## config.mk

```make
export PLATFORM = sky130hd
export DESIGN_NAME = zz_ctrl
export DESIGN_NICKNAME = d
export VERILOG_FILES = /design/src/zz_pkg.sv /design/src/zz_ctrl.sv
export VERILOG_INCLUDE_DIRS = /design/src /design/src/src
export SDC_FILE = /design/constraint.sdc
export NUM_CORES = 1
export LEC_CHECK = 0
export ABC_AREA = 1
export BUFFER_PORTS_ARGS = -buffer_cell sky130_fd_sc_hd__clkbuf_2
export CAP_MARGIN = 5
export CORE_AREA = 8 8 75 77
export DETAILED_ROUTE_END_ITERATION = 16
export DIE_AREA = 0 0 83 85
export PLACE_DENSITY_LB_ADDON = 0.25
export SETUP_SLACK_MARGIN = 0.2
export SLEW_MARGIN = 20
export SYNTH_ARGS = -nofsm -noshare
export SYNTH_HDL_FRONTEND = slang
export SYNTH_SLANG_ARGS = --single-unit
```

## constraint.sdc

```tcl
create_clock -name clock -period 4.4 [get_ports clock]
set_clock_uncertainty 0.1 [all_clocks]
set_input_delay 0.66 -clock clock [delete_from_list [all_inputs] [get_ports clock]]
set_output_delay 0.66 -clock clock [all_outputs]
set_load 0.05 [all_outputs]
```

## src/zigzag_scan_reorder_macros.svh

```systemverilog
// Assertion helpers shared by the zigzag reorder modules.
// The including module provides the clock and reset signals.
`ifndef ZIGZAG_SCAN_REORDER_MACROS_SVH
`define ZIGZAG_SCAN_REORDER_MACROS_SVH

// Check the consequent in the same cycle as the antecedent.
`define ZZ_ASSERT_NOW(label, ante, cons, msg) \
   label: assert property (@(posedge clock) disable iff (reset) (ante) |-> (cons)) \
      else $error(msg);

// Check the consequent in the cycle after the antecedent.
`define ZZ_ASSERT_NEXT(label, ante, cons, msg) \
   label: assert property (@(posedge clock) disable iff (reset) (ante) |=> (cons)) \
      else $error(msg);

`endif

```

## src/zz_pkg.sv

```systemverilog
`default_nettype none

package zz_pkg;

   localparam int DEF_MAX_SIDE   = 32;
   localparam int DEF_VALUE_BITS = 16;

   localparam int ELEM_W  = 16;
   localparam int CFG_W   = 6;
   // caps that cover the whole MAX_SIDE range (up to 64)
   localparam int SIDE_W  = 7;
   localparam int POS_W   = 6;
   localparam int TOTAL_W = 13;

   localparam logic [CFG_W-1:0] SIDE_RESET = 6'd8;

   localparam logic OP_LOAD = 1'b0;
   localparam logic OP_EMIT = 1'b1;

   // scan address moves
   localparam logic [2:0] STEP_HOLD      = 3'd0;
   localparam logic [2:0] STEP_RIGHT     = 3'd1;
   localparam logic [2:0] STEP_DOWN      = 3'd2;
   localparam logic [2:0] STEP_UP_RIGHT  = 3'd3;
   localparam logic [2:0] STEP_DOWN_LEFT = 3'd4;

   typedef struct packed {
      logic               op;
      logic signed [15:0] element_value;
   } req_payload_type;

   typedef struct packed {
      logic signed [15:0] element_out;
      logic               last_element;
   } rsp_payload_type;

   typedef struct packed {
      logic       load;
      logic       emit;
      logic       restart;
      logic [2:0] step;
   } cmd_type;

   typedef struct packed {
      logic [POS_W-1:0]   last_pos;
      logic [TOTAL_W-1:0] total;
      logic               load_full;
      logic               cfg_write;
   } status_type;

endpackage

`default_nettype wire

```

## src/zz_ctrl.sv

```systemverilog
`default_nettype none

module zz_ctrl #(
   parameter int MAX_SIDE = zz_pkg::DEF_MAX_SIDE
) (
   input  wire logic                clock,
   input  wire logic                reset,
   input  wire logic                start,
   input  wire logic                op,
   input  wire zz_pkg::status_type  status,
   output zz_pkg::cmd_type          cmd
);

   `include "zigzag_scan_reorder_macros.svh"

   localparam int DEPTH      = MAX_SIDE * MAX_SIDE;
   localparam int ROW_BITS   = (MAX_SIDE > 1) ? $clog2(MAX_SIDE) : 1;
   localparam int COUNT_BITS = $clog2(DEPTH + 1);

   localparam logic [1:0] DIR_UP_RIGHT  = 2'd0;
   localparam logic [1:0] DIR_DOWN_LEFT = 2'd1;

   logic [1:0]            dir_ff;
   logic [1:0]            dir_in;
   logic [ROW_BITS-1:0]   row_ff;
   logic [ROW_BITS-1:0]   row_in;
   logic [ROW_BITS-1:0]   col_ff;
   logic [ROW_BITS-1:0]   col_in;
   logic [COUNT_BITS-1:0] emit_count_ff;
   logic [COUNT_BITS-1:0] emit_count_in;

   logic                  is_emit;
   logic                  is_load;
   logic                  last;
   logic [zz_pkg::POS_W-1:0] row_w;
   logic [zz_pkg::POS_W-1:0] col_w;
   logic [2:0]            step;
   logic                  in_matrix;
   logic                  at_start;
   logic                  wrapped;

   assign is_emit = start && (op == zz_pkg::OP_EMIT);
   assign is_load = start && (op == zz_pkg::OP_LOAD) && !status.load_full;
   assign last    = (zz_pkg::TOTAL_W'(emit_count_ff) + zz_pkg::TOTAL_W'(1)) >= status.total;
   assign row_w   = zz_pkg::POS_W'(row_ff);
   assign col_w   = zz_pkg::POS_W'(col_ff);

   always_comb begin
      dir_in        = dir_ff;
      row_in        = row_ff;
      col_in        = col_ff;
      emit_count_in = emit_count_ff;
      step          = zz_pkg::STEP_HOLD;

      if (status.cfg_write || (is_emit && last)) begin
         dir_in        = DIR_UP_RIGHT;
         row_in        = '0;
         col_in        = '0;
         emit_count_in = '0;
      end else if (is_emit) begin
         emit_count_in = emit_count_ff + COUNT_BITS'(1);
         unique case (dir_ff)
            DIR_UP_RIGHT: begin
               if (col_w >= status.last_pos) begin
                  row_in = row_ff + ROW_BITS'(1);
                  dir_in = DIR_DOWN_LEFT;
                  step   = zz_pkg::STEP_DOWN;
               end else if (row_ff == '0) begin
                  col_in = col_ff + ROW_BITS'(1);
                  dir_in = DIR_DOWN_LEFT;
                  step   = zz_pkg::STEP_RIGHT;
               end else begin
                  row_in = row_ff - ROW_BITS'(1);
                  col_in = col_ff + ROW_BITS'(1);
                  step   = zz_pkg::STEP_UP_RIGHT;
               end
            end
            DIR_DOWN_LEFT: begin
               if (row_w >= status.last_pos) begin
                  col_in = col_ff + ROW_BITS'(1);
                  dir_in = DIR_UP_RIGHT;
                  step   = zz_pkg::STEP_RIGHT;
               end else if (col_ff == '0) begin
                  row_in = row_ff + ROW_BITS'(1);
                  dir_in = DIR_UP_RIGHT;
                  step   = zz_pkg::STEP_DOWN;
               end else begin
                  row_in = row_ff + ROW_BITS'(1);
                  col_in = col_ff - ROW_BITS'(1);
                  step   = zz_pkg::STEP_DOWN_LEFT;
               end
            end
            default: begin
               dir_in = DIR_UP_RIGHT;
            end
         endcase
      end
   end

   always_ff @(posedge clock) begin
      if (reset) begin
         dir_ff        <= DIR_UP_RIGHT;
         row_ff        <= '0;
         col_ff        <= '0;
         emit_count_ff <= '0;
      end else begin
         dir_ff        <= dir_in;
         row_ff        <= row_in;
         col_ff        <= col_in;
         emit_count_ff <= emit_count_in;
      end
   end

   assign cmd.load    = is_load;
   assign cmd.emit    = is_emit;
   assign cmd.restart = is_emit && last;
   assign cmd.step    = step;

   assign in_matrix = (row_w <= status.last_pos) && (col_w <= status.last_pos);
   assign at_start  = (row_ff == '0) && (col_ff == '0) && (emit_count_ff == '0)
                      && (dir_ff == DIR_UP_RIGHT);
   assign wrapped   = cmd.restart && !status.cfg_write;

   `ZZ_ASSERT_NOW(a_one_access, 1'b1, !(cmd.load && cmd.emit), "load and emit in one cycle")
   `ZZ_ASSERT_NOW(a_pos_in_matrix, 1'b1, in_matrix, "scan left the matrix")
   `ZZ_ASSERT_NEXT(a_wrap_to_start, wrapped, at_start, "scan did not return to start")

endmodule

`default_nettype wire

```

# Word level (Yosys, flattened, before mapping)
# Cells that the tools add are included.
# totals
ram_bits	0
elab_cells	55
out_inout_bits	6
mem_count	0
register_bits	23
latch_bits	0
mem_bits_ro	0
# op_classes
reduce_logical	14
n_lt_le_gt_ge	3
n_shift	0
mux	20
n_mul	0
n_eq_ne	7
bitwise_logic	1
addsub	6
div_mod_pow	0
# op_table
operator	count
5-bit 2-to-1 mux	6
5-bit case mux with 2 select lines	2
12-bit by 13-bit greater-or-equal comparator with 1-bit output	1
11-bit by 1-bit adder with 12-bit output, second input constant	1
5-bit by 6-bit greater-or-equal comparator with 1-bit output	2
2-bit 2-to-1 mux	6
3-bit 2-to-1 mux	4
3-bit != test, second input constant	4
11-bit by 1-bit adder with 11-bit output, second input constant	1
5-bit by 1-bit adder with 5-bit output, second input constant	2
5-bit zero test	2
5-bit by 1-bit subtractor with 5-bit output, second input constant	2
4-bit AND reduction	2
3-bit case mux with 2 select lines	1
1-bit logical AND	4
2-bit != test, second input constant	2
2-bit case mux with 2 select lines	1
3-bit AND reduction	1
2-bit by 1-bit equality test with 1-bit output, second input constant	1
2-bit zero test	1
2-bit nonzero test	1
2-bit OR reduction	1
1-bit zero test	1
1-bit logical OR	1
1-bit inverter	1

# Logic depth before layout (Yosys ltp)
# logic_depth
word_depth	6
depth_mapped	19

# Worst setup path before layout
# Ideal clock, no wire load.
# synth_path
kind	reg-to-output
start	register emit_count_ff[0]
end	output port cmd[1] (netlist bit)
stages_incl_launch_ff	19
setup_slack_ns	1.002
arrival_ns	2.638
n_path_buf	0
required_ns	3.640
path_cell_list	dfxtp_1 ha_1 nand3_1 nor2_1 nand2_1 nor2_2 nand3_1 nand2_1 nand2_1 ha_1 nand2_1 nor2_1 nand2_1 nor2_1 nor2_1 nand3_1 nand2_1 nand2_1 nor2_1
# synth_lines
item	line_no	source
start: declaration	zz_ctrl.sv:29	logic [COUNT_BITS-1:0] emit_count_ff;
start signal: assignment	zz_ctrl.sv:110	emit_count_ff <= emit_count_in;
end: declaration	zz_ctrl.sv:11	output zz_pkg::cmd_type cmd

==> out/qor.yml <==
drt:
  drcViolationCount: 0
  wl_um: 4560
  routed_via_density: 4.830
  wire_per_inst_um: 10.78
  dr.pass1.iters: 4
  vias: 2043
  drtAntennaViolNets: 0
  drt_iter0_drc: 66
layout:
  ff_latch_area_um2: 440.4
  antenna_cells: 0
  multiInputGateArea_mm2: 0.001538
  num-fill-cells: 449
  synthToLayoutAreaGrowth_pct: 10.48
  drive_above_1_share: 0.1626
  fin_area_mm2: 0.002480
  nets: 424
logic_synthesis:
  seq_area_frac_synth: 0.1962
  ys_types: 30
  synth_area_mm2: 0.002245
  ys_ff_latch: 22
  synthCells: 342
  synth_area_leaders: "dfxtp_1, nand2_1, ha_1, inv_1, xor2_1"
  yosysTopAreaCell: "dfxtp_1"
  synth-edff-count: 0
  async_flop_share: 0
  yosysTopAreaCellShare: 0.1962
  ys_top_cells_by_count: "nand2_1, inv_1, ha_1"
  synth.avg_cell_area_um2: 6.563
  yosys_most_used_dff: "dfxtp_1"
  yosysMostFrequentCell: "nand2_1"
  syn-num-nets: 396
  synth_warnings: 0
clock_network:
  clk_pin_slew_ns: 0.08
  ctsResizeCount: 0
  clock_latency_ns: 0.26
  cts_tree: "done"
  post_cts_buffers: 0
  h-tree-depth: 1
  cts_hold_buf: 0
  clock_path_buffers: 2
  cts_root_buf: "clkbuf_8"
  cts.sinks: 22
  cts_made_buffers: 3
timing:
  clock.fmax_mhz: 274.7
  timing.final.crit_period_ns: 3.640
  timing.setup.tns_ns: 0
  worst_pin_slew_ns: 0.6012
  slew_headroom: 0.5983
  slew_violations: 0
  worst_slack_ns: 0.7602
  setup_viol: 0
  fin_crit_sh: 0.8272
  grt_setup_unrepaired: "no"
  holdWs_ns: 0.3920
  hold_viol: 0
placement:
  port_buffers: 30
  routabilityCongestion: 0.8367
  post-place-ws_ns: 1.035
  placed_area_mm2: 0.002425
  dp_hpwl_um: 3766
power:
  total_leakage_power_nw: 1.324
  vdd_drop_max_uv: 117.2
  pwr-share-comb: 0.227
  p_switching_uw: 135.7
  internal_power_uw: 322.8
  clockPowerShare: 0.320
  p_per_area_mw_per_mm2: 184.9
  p_sw_frac: 0.2960
  p_seq_frac: 0.453
  finalPower_uw: 458.5
critical_path:
  endpoint_kind: "output port"
  max_stage_delay_ns: 0.40
  crit_path_max_fanout: 5
  worstPathRequired_ns: 3.64
  worst_ep_arrival_time_ns: 2.88
  start_kind: "register"
  crit_chain: "ha_1 > nand3_1 > nor2_1 > nand2_1 > nor2_2 > nand3_1 > nand2_1 > nand2_1 > ha_1 > a21oi_1 > o21ai_0 > nor2_1 > nand3_1 > nand2_1 > nand2_1 > nor2_1 > clkbuf_2"
  slowest_stage: "dfxtp_1"
  cp_common_cell: "nand2_1"
  crit_type: "reg -> out"
die:
  fp.dieH_um: 85
  initial_core_util: 0.4949
  pin_count: 31
  core.rowCount: 25
  dieWidth_um: 83
  core_mm2: 0.004536
  die_area_mm2: 0.007055
global_route:
  grt_max_degree: 23
  grt.total_usage: 0.1325
  antenna_found_initial: 0
  gr-total-overflow: 0
  grt_pass1_vias: 1964
  grt_pass1_wl_um: 8211
min_path:
  hold_path.class: "reg -> reg"
status:
  status: "completed"
flow_run:
  max_cap_violations: 0
sequential cells by signal (all words and copies together), names as in the netlist:
register and flops:
col_ff 5, dir_ff 1, emit_count_ff 11, row_ff 5
routing by layer:
metal | global-route usage | share of wire
met5 | 0 | 0
met4 | 0.03834 | 0.0083
met3 | 0.02011 | 0.031
met2 | 0.2489 | 0.49
met1 | 0.1489 | 0.47
cell families after synthesis:
kind of cell	share of synthesized area
and+or+nand+nor	0.3595
buffers and inverters	0.1187
AOI/OAI and AO/OA	0.09755
adders and majority gates	0.1617
DFF	0.1962
xor gates and xnor gates	0.06633
cell usage in the layout (no fill, tap or decap), types with 2 or more instances in the layout:
cell type / n
a21boi_4: 2
xor2_1: 16
a21oi_2: 4
nand3_4: 2
nor2_2: 2
inv_2: 3
ha_1: 29
o21ai_1: 2
buf_4: 2
nand3_1: 25
clkbuf_2: 30
inv_1: 54
nand4_1: 6
a21oi_1: 14
nor2_1: 26
dfxtp_1: 22
nand2_4: 4
nand2_2: 3
nor3_1: 3
o21ai_0: 10
nand2_1: 98
clkbuf_8: 4
worst max-delay path, delay by kind of cell (launching register included):
kind	cells	cell delay (ns)
and+or+nand+nor	12	1.22
adders and majority gates	2	0.50
DFF	1	0.40
buffers and inverters	1	0.28
AOI/OAI and AO/OA	2	0.23
power by group through the flow:
| stage | clock network (mW) | registers, mW | logic, mW |
|---|---|---|---|
| 6_report | 0.147 | 0.208 | 0.104 |
| 2_1_floorplan | 0 | 0.211 | 0.0798 |
| 4_1_cts | 0.153 | 0.208 | 0.106 |
| 5_1_grt | 0.159 | 0.209 | 0.120 |
| 3_3_place_gp | 0 | 0.212 | 0.104 |
| 3_5_place_dp | 0 | 0.213 | 0.105 |
final cells by class:
type                       count  area share
inverter                      57     0.08628
sequential                    22      0.1776
multi-input combinational    254      0.6201
timing repair buffer          32     0.06660
clock buffer                   4     0.02220
tap                           54     0.02725
worst paths after layout:
path | start | to | slack, ns | depth (start not counted)
setup reg to reg | emit_count_ff[0] | emit_count_ff[10] | 1.54 | 19
hold / removal | emit_count_ff[1] | emit_count_ff[1] | 0.39 | 2
setup / recovery | emit_count_ff[0] | cmd[1] | 0.76 | 17
hold reg to reg | emit_count_ff[1] | emit_count_ff[1] | 0.39 | 2
metrics by stage:
step | cells | util
2_1_floorplan | 342 | -
3_3_place_gp | 419 | 0.5346
4_1_cts | 423 | 0.5468
6_report | 423 | 0.5468
5_1_grt | 423 | 0.5468
3_5_place_dp | 419 | 0.5346
No activity file was read; power rests on OpenSTA's default activity.
